File: config.mk
export PLATFORM = sky130hd
export DESIGN_NAME = framed_command_parser_top
export DESIGN_NICKNAME = d
export VERILOG_FILES = /design/src/rtl/fcp_pkg.sv /design/src/rtl/fcp_front.sv /design/src/rtl/fcp_event_queue.sv /design/src/rtl/fcp_back.sv /design/src/rtl/framed_command_parser_top.sv
export SDC_FILE = /design/constraint.sdc
export NUM_CORES = 1
export LEC_CHECK = 0
export ABC_AREA = 1
export BUFFER_PORTS_ARGS = -buffer_cell sky130_fd_sc_hd__buf_4
export CAP_MARGIN = 20
export CORE_MARGIN = 10
export CORE_UTILIZATION = 52
export CTS_CLUSTER_DIAMETER = 150
export DETAILED_ROUTE_END_ITERATION = 8
export PLACE_DENSITY = 0.7
export REMOVE_ABC_BUFFERS = 1
export SYNTH_ARGS = -nofsm -noshare
export SYNTH_HDL_FRONTEND = slang
export SYNTH_SLANG_ARGS = --single-unit
File: constraint.sdc
create_clock -name clock -period 4.91 [get_ports clock]
set_input_delay 0.982 -clock clock [delete_from_list [all_inputs] [get_ports clock]]
set_output_delay 0.982 -clock clock [all_outputs]
set_load 0.03 [all_outputs]
File: src/rtl/fcp_pkg.sv
`timescale 1ns / 1ps
package fcp_pkg;

   localparam int unsigned MAX_PAYLOAD_DEF = 64;
   // event queue depth, a power of two so the pointers wrap on their own
   localparam int unsigned EVQ_DEPTH = 4;

   localparam logic [7:0] MAGIC_BYTE            = 8'd170;
   localparam logic [7:0] REPLY_LENGTH          = 8'd2;
   localparam logic [7:0] VERSION_CODE          = 8'd32;
   localparam logic [7:0] REPLY_PUBLISH_VERSION = 8'd3;
   localparam logic [7:0] REPLY_ERROR           = 8'd1;
   localparam logic [7:0] ERR_BAD_MAGIC         = 8'd1;
   localparam logic [7:0] ERR_UNKNOWN_CMD       = 8'd5;

   localparam logic [7:0] CMD_GET_VERSION   = 8'd2;
   localparam logic [7:0] CMD_ANALOG_WRITE  = 8'd6;
   localparam logic [7:0] CMD_DIGITAL_WRITE = 8'd9;
   localparam logic [7:0] CMD_PIN_MODE      = 8'd16;

   localparam logic [1:0] PIN_OP_DIGITAL = 2'd0;
   localparam logic [1:0] PIN_OP_ANALOG  = 2'd1;
   localparam logic [1:0] PIN_OP_MODE    = 2'd2;

   localparam logic OUT_KIND_REPLY  = 1'b0;
   localparam logic OUT_KIND_ACTION = 1'b1;

   typedef enum logic [1:0] {
      EV_BAD_MAGIC,
      EV_VERSION,
      EV_UNKNOWN,
      EV_PIN
   } ev_kind_type;

   typedef struct packed {
      ev_kind_type kind;
      logic [1:0]  op;
      logic [7:0]  pin;
      logic [7:0]  val;
   } event_type;

   typedef struct packed {
      logic empty;
      logic full;
   } evq_status_type;

endpackage

File: src/rtl/fcp_front.sv
`timescale 1ns / 1ps
module fcp_front #(
   parameter int unsigned MAX_PAYLOAD = fcp_pkg::MAX_PAYLOAD_DEF
) (
   input  logic               clock,
   input  logic               reset,
   input  logic               accept,
   input  logic [7:0]         rx_byte,
   output logic               ev_push,
   output fcp_pkg::event_type ev
);
   import fcp_pkg::*;

   localparam int unsigned POS_W = $clog2(MAX_PAYLOAD + 3);
   localparam int unsigned LEN_W = $clog2(MAX_PAYLOAD + 1);
   localparam logic [7:0] MAX_LEN = 8'(MAX_PAYLOAD);

   logic [POS_W-1:0] pos_ff, pos_in, pos_next;
   logic [LEN_W-1:0] len_ff, len_in;
   logic [7:0]       cmd_ff, cmd_in, arg1_ff, arg1_in, arg2_ff, arg2_in;
   logic             complete;

   always_comb begin
      pos_next = pos_ff + POS_W'(1);
      pos_in   = pos_next;
      len_in   = len_ff;
      cmd_in   = cmd_ff;
      arg1_in  = arg1_ff;
      arg2_in  = arg2_ff;
      complete = 1'b0;
      ev_push  = 1'b0;
      ev       = '{kind: EV_BAD_MAGIC, op: PIN_OP_DIGITAL, pin: 8'd0, val: 8'd0};

      if (pos_next == POS_W'(1)) begin
         if (rx_byte != MAGIC_BYTE) begin
            pos_in  = '0;
            ev_push = accept;
         end
      end else if (pos_next == POS_W'(2)) begin
         if (rx_byte > MAX_LEN) begin
            // oversized length, dropped silently
            pos_in = '0;
         end else begin
            len_in   = LEN_W'(rx_byte);
            // zero length completes on the length byte itself
            complete = (rx_byte == 8'd0);
         end
      end else begin
         if (pos_next == POS_W'(3)) cmd_in  = rx_byte;
         if (pos_next == POS_W'(4)) arg1_in = rx_byte;
         if (pos_next == POS_W'(5)) arg2_in = rx_byte;
         complete = (pos_next == POS_W'(2) + POS_W'(len_ff));
      end

      if (complete) begin
         ev_push = accept;
         ev.pin  = arg1_in;
         ev.val  = arg2_in;
         unique case (cmd_in)
            CMD_GET_VERSION:   ev.kind = EV_VERSION;
            CMD_DIGITAL_WRITE: begin
               ev.kind = EV_PIN;
               ev.op   = PIN_OP_DIGITAL;
            end
            CMD_ANALOG_WRITE:  begin
               ev.kind = EV_PIN;
               ev.op   = PIN_OP_ANALOG;
            end
            CMD_PIN_MODE:      begin
               ev.kind = EV_PIN;
               ev.op   = PIN_OP_MODE;
            end
            default:           ev.kind = EV_UNKNOWN;
         endcase
         pos_in  = '0;
         cmd_in  = 8'd0;
         arg1_in = 8'd0;
         arg2_in = 8'd0;
      end
   end

   always_ff @(posedge clock) begin
      if (reset) begin
         pos_ff  <= '0;
         len_ff  <= '0;
         cmd_ff  <= 8'd0;
         arg1_ff <= 8'd0;
         arg2_ff <= 8'd0;
      end else if (accept) begin
         pos_ff  <= pos_in;
         len_ff  <= len_in;
         cmd_ff  <= cmd_in;
         arg1_ff <= arg1_in;
         arg2_ff <= arg2_in;
      end
   end

endmodule

File: src/rtl/fcp_event_queue.sv
`timescale 1ns / 1ps
module fcp_event_queue (
   input  logic                    clock,
   input  logic                    reset,
   input  logic                    push,
   input  fcp_pkg::event_type      push_ev,
   input  logic                    pop,
   output fcp_pkg::event_type      head_ev,
   output fcp_pkg::evq_status_type status
);
   import fcp_pkg::*;

   localparam int unsigned PTR_W = $clog2(EVQ_DEPTH);

   event_type        slot_ff [EVQ_DEPTH];
   logic [PTR_W-1:0] wr_ff, wr_in, rd_ff, rd_in;
   logic [PTR_W:0]   cnt_ff, cnt_in;
   logic             do_push, do_pop;

   always_comb begin
      status.empty = (cnt_ff == '0);
      status.full  = (cnt_ff == (PTR_W + 1)'(EVQ_DEPTH));
      do_push      = push && !status.full;
      do_pop       = pop && !status.empty;
      wr_in        = wr_ff + PTR_W'(do_push);
      rd_in        = rd_ff + PTR_W'(do_pop);
      cnt_in       = cnt_ff + (PTR_W + 1)'(do_push) - (PTR_W + 1)'(do_pop);
      head_ev      = slot_ff[rd_ff];
   end

   always_ff @(posedge clock) begin
      if (reset) begin
         wr_ff  <= '0;
         rd_ff  <= '0;
         cnt_ff <= '0;
      end else begin
         wr_ff  <= wr_in;
         rd_ff  <= rd_in;
         cnt_ff <= cnt_in;
      end
   end

   always_ff @(posedge clock) begin
      if (do_push) slot_ff[wr_ff] <= push_ev;
   end

endmodule

File: src/rtl/fcp_back.sv
`timescale 1ns / 1ps
module fcp_back (
   input  logic                    clock,
   input  logic                    reset,
   input  fcp_pkg::event_type      head_ev,
   input  fcp_pkg::evq_status_type q_status,
   output logic                    q_pop,
   input  logic                    rsp_pop,
   output logic                    rsp_empty,
   output logic                    rsp_out_kind,
   output logic [7:0]              rsp_reply_byte,
   output logic [1:0]              rsp_pin_op,
   output logic [7:0]              rsp_pin_number,
   output logic [7:0]              rsp_pin_value,
   output logic                    rsp_last
);
   import fcp_pkg::*;

   event_type  cur_ff;
   logic       valid_ff, valid_in;
   logic [1:0] idx_ff, idx_in;
   logic       load;
   logic [7:0] b2, b3;

   always_comb begin
      unique case (cur_ff.kind)
         EV_VERSION: begin
            b2 = REPLY_PUBLISH_VERSION;
            b3 = VERSION_CODE;
         end
         EV_UNKNOWN: begin
            b2 = REPLY_ERROR;
            b3 = ERR_UNKNOWN_CMD;
         end
         default:    begin
            b2 = REPLY_ERROR;
            b3 = ERR_BAD_MAGIC;
         end
      endcase

      rsp_empty = !valid_ff;
      if (cur_ff.kind == EV_PIN) begin
         rsp_out_kind   = OUT_KIND_ACTION;
         rsp_reply_byte = 8'd0;
         rsp_pin_op     = cur_ff.op;
         rsp_pin_number = cur_ff.pin;
         rsp_pin_value  = cur_ff.val;
         rsp_last       = 1'b1;
      end else begin
         rsp_out_kind   = OUT_KIND_REPLY;
         rsp_pin_op     = PIN_OP_DIGITAL;
         rsp_pin_number = 8'd0;
         rsp_pin_value  = 8'd0;
         rsp_last       = (idx_ff == 2'd3);
         case (idx_ff)
            2'd0:    rsp_reply_byte = MAGIC_BYTE;
            2'd1:    rsp_reply_byte = REPLY_LENGTH;
            2'd2:    rsp_reply_byte = b2;
            default: rsp_reply_byte = b3;
         endcase
      end

      // take the next event when idle or when the final word leaves
      load     = !valid_ff || (rsp_pop && rsp_last);
      q_pop    = load && !q_status.empty;
      valid_in = valid_ff;
      idx_in   = idx_ff;
      if (load) begin
         valid_in = !q_status.empty;
         idx_in   = 2'd0;
      end else if (rsp_pop) begin
         idx_in = idx_ff + 2'd1;
      end
   end

   always_ff @(posedge clock) begin
      if (reset) begin
         valid_ff <= 1'b0;
         idx_ff   <= 2'd0;
      end else begin
         valid_ff <= valid_in;
         idx_ff   <= idx_in;
      end
   end

   always_ff @(posedge clock) begin
      if (q_pop) cur_ff <= head_ev;
   end

endmodule

File: src/rtl/framed_command_parser_top.sv
`timescale 1ns / 1ps
// path: a word that completes or breaks a frame passes the event queue and the back's
//   event register to its first result word; further words follow one per cycle if popped
// throughput: one word per cycle while the four-entry event queue has room;
//   results leave one per cycle while popped, so four-word replies set the sustained rate
// reset: synchronous, active high; clears the frame position, kept bytes and queues
module framed_command_parser_top #(
   parameter int unsigned MAX_PAYLOAD = fcp_pkg::MAX_PAYLOAD_DEF
) (
   input  logic       clock,
   input  logic       reset,
   // request side, one received byte per word
   input  logic       req_push,
   output logic       req_full,
   input  logic [7:0] req_rx_byte,
   // response side, oldest result word on the ports while rsp_empty is low
   output logic       rsp_empty,
   input  logic       rsp_pop,
   output logic       rsp_out_kind,
   output logic [7:0] rsp_reply_byte,
   output logic [1:0] rsp_pin_op,
   output logic [7:0] rsp_pin_number,
   output logic [7:0] rsp_pin_value,
   output logic       rsp_last
);
   import fcp_pkg::*;

   logic           accept;
   logic           ev_push;
   event_type      ev;
   event_type      head_ev;
   evq_status_type q_status;
   logic           q_pop;

   // the front never needs to know whether a byte yields an event, so a
   // full queue simply holds off every byte
   assign req_full = q_status.full;
   assign accept   = req_push && !req_full;

   // front: frame tracking and command classification, one byte per cycle while the queue has room
   fcp_front #(
      .MAX_PAYLOAD(MAX_PAYLOAD)
   ) u_front (
      .clock   (clock),
      .reset   (reset),
      .accept  (accept),
      .rx_byte (req_rx_byte),
      .ev_push (ev_push),
      .ev      (ev)
   );

   // short queue that decouples parsing from reply expansion
   fcp_event_queue u_queue (
      .clock   (clock),
      .reset   (reset),
      .push    (ev_push),
      .push_ev (ev),
      .pop     (q_pop),
      .head_ev (head_ev),
      .status  (q_status)
   );

   // back: expands each event into one pin action or four reply bytes
   fcp_back u_back (
      .clock          (clock),
      .reset          (reset),
      .head_ev        (head_ev),
      .q_status       (q_status),
      .q_pop          (q_pop),
      .rsp_pop        (rsp_pop),
      .rsp_empty      (rsp_empty),
      .rsp_out_kind   (rsp_out_kind),
      .rsp_reply_byte (rsp_reply_byte),
      .rsp_pin_op     (rsp_pin_op),
      .rsp_pin_number (rsp_pin_number),
      .rsp_pin_value  (rsp_pin_value),
      .rsp_last       (rsp_last)
   );

endmodule

==> results.yml <==
synth:
  synth_area_per_cell_um2: 9.06
  yosys_warnings: 0
  syn_area_mm2: 0.00697
  synth-edff-count: 100
  syn_inst: 770
  yosysUniqueCellTypes: 36
  synth_seq_cells: 148
  seq_area_frac_synth: 0.568
  synth_top_cell_area_share: 0.431
  synth_top_area_cell: "edfxtp_1"
  synth_common_cells: "112 x inv_1, 112 x nand2_1, 112 x nor2_1"
  synth_flop_cell: "edfxtp_1"
  synth_area_leaders: "edfxtp_1 43%, dfxtp_1 14%, inv_1 6.0%"
  synthArstFlopShare: 0
die:
  core_mm2: 0.0132
  start_util: 0.529
  ios: 42
  dieArea_mm2: 0.0184
  num_rows: 42
  fp.dieW_um: 136
  die_h_um: 136
clock_tree:
  cts-resized-gates: 0
  htreeDepth: 4
  cts_buffer_depth: 2
  clk_pin_slew_ns: 0.06
  numCtsBuffers: 17
  insertion_delay_ns: 0.41
  clock_sinks: 148
  postCtsHoldBufs: 0
  cts_tree: "yes"
  root_buffer: "clkbuf_16"
  cts_setup_buffers: 0
global_route:
  grt_max_degree: 50
  grt_overflow_total: 0
  track_usage: 0.161
  grt_pass1_wl_mm: 23.6
  grt_antenna_before_repair: 0
  grt_pass1_vias: 4849
routing:
  wl_per_cell_um: 14.6
  drt_iter0_markers: 376
  route.detailed.drc: 0
  antenna_left: 0
  via_per_inst: 5.17
  drt-total-wl_mm: 14.5
  dr.pass1.iters: 5
  vias: 5105
worst_setup_path:
  critPathLaunchType: "register"
  path_cells: "ha_1, nand2_1, inv_1, nand2_1, nand2_1, nand3_1, nor2_4, nand2_1, nor2_2, nand3_1, a21boi_4, nand2_1, nand2_1, inv_1, ha_1, inv_1, fa_1, inv_1, o21ai_0, a21oi_1"
  end_kind: "register"
  r2r-start: "u_front.pos_ff[1]"
  slowest_stage: "dfxtp_1"
  reg2reg_slack_ns: 1.65
  critPathMaxStageDelay_ns: 0.44
  required_ns: 5.26
  timing.rr.end: "u_queue.cnt_ff[2]"
  cp_max_fo: 18
  r2r_cells: 20
  setup.worst_path.end: "u_queue.cnt_ff[2]"
  startpoint: "u_front.pos_ff[1]"
  cp.arrival_ns: 3.61
  crit_top_cell: "nand2_1"
  worstSetupPathType: "reg -> reg"
sta:
  hold_violations: 0
  tns_ns: 0
  hold-worst-slack_ns: 0.460
  setup_viol: 0
  fin_ws_ns: 1.65
  post-route-period-util: 0.665
  slew_headroom: 0.355
  worst_pin_slew_ns: 0.966
  fin_crit_ns: 3.26
  rsz0062_at_grt: "no"
  max_freq_mhz: 306
  drv_slew: 0
  finalClockSkew_ns: 0.00763
layout:
  fill_cells: 1077
  drive_above_1_share: 0.111
  nets: 827
  syn2layout_area_growth_pct: 14.4
  diodes: 0
place:
  pre_cts_ws_ns: 1.44
  hpwl_mm: 9.10
  io_buffers: 39
  routabilityCongestion: 0.854
hold_path:
  min_from: "u_front.len_ff[6]"
  hold_path_class: "reg -> reg"
pwr:
  finalPower_mw: 4.06
  p_leak_nw: 3.33
  ir_drop_v: 0.000269
  powerDensity_mw_per_mm2: 509
outcome:
  outcome: "complete, no violations"
job:
  drv_cap: 0
-- power by group --
part           switching (mW)  internal, mW
combinational           0.742         0.343
sequential             0.0808          1.58
clock                   0.472         0.841
-- stage by stage --
| step | cells | area, um2 | util |
|---|---|---|---|
| finish | 988 | 7980 | 0.605 |
| global route | 988 | 7980 | 0.605 |
| CTS | 987 | 7950 | 0.603 |
| detailed placement | 955 | 7350 | 0.558 |
| global placement | 955 | 7350 | 0.558 |
| floorplan | 732 | 6780 | - |
-- layer usage --
layer	GRT usage	wire length, um	vias to the layer above
met5	0	0	-
met4	0.0526	173	0
met3	0.0486	767	18
met2	0.265	7110	128
met1	0.196	6400	2369
li1	-	-	2590
-- logic make-up (layout without fill, tap and decap cells) --
| family | after synthesis | after routing | synth area share |
|---|---|---|---|
| XOR/XNOR | 12 | 12 | 0.0151 |
| AND/OR/NAND/NOR | 303 | 303 | 0.185 |
| other | 1 | 2 | 0.000538 |
| adder cells (fa/ha/maj) | 16 | 16 | 0.0298 |
| AO/OA/AOI/OAI | 138 | 138 | 0.112 |
| buffers and inverters | 152 | 193 | 0.0897 |
| flip-flops | 148 | 148 | 0.568 |
-- area by class of cell --
class	count	area [um2]	area share
Multi-Input combinational cell	471	2390	0.300
Clock buffer	20	437	0.0547
Sequential cell	148	3960	0.497
Timing Repair Buffer	48	380	0.0477
Tap cell	176	220	0.0276
Clock inverter	12	161	0.0202
Inverter	113	424	0.0532
-- sequential cells by signal, summed over array words and instances (netlist names), 2 cells and up --
signal / cells
u_front.pos_ff: 7
u_queue.rd_ff: 2
u_front.cmd_ff: 8
u_front.arg2_ff: 8
u_queue.wr_ff: 2
u_back.idx_ff: 2
u_queue.cnt_ff: 3
u_back.cur_ff: 20
u_front.len_ff: 7
u_front.arg1_ff: 8
u_queue.slot_ff: 80
-- worst min path at each step --
stage | end | slack [ns] | cells past startpoint
floorplan | u_front.len_ff[6] | 0.44 | 2
global placement | u_front.len_ff[6] | 0.45 | 2
detailed placement | u_front.len_ff[6] | 0.45 | 2
CTS | u_front.len_ff[6] | 0.46 | 2
global route | u_front.len_ff[6] | 0.48 | 2
finish | u_front.len_ff[6] | 0.46 | 2
-- critical path, delay by kind of cell, from the launching register on --
kind / cells / cell delay [ns]
simple gates: 10 / 1.23
fa+ha+maj: 3 / 0.75
flops: 1 / 0.44
buf+inv: 4 / 0.40
compound gates: 3 / 0.37
-- cell usage in the layout, fill, tap and decap left out, types with 20 or more instances in the layout --
master and instances:
nand2_1 112, buf_4 47, o22ai_1 20, a21oi_1 43, inv_1 112, dfxtp_1 48
nand3_1 55, nor2_1 111, o21ai_0 54, edfxtp_1 100
(Power assumes the default switching activity.)
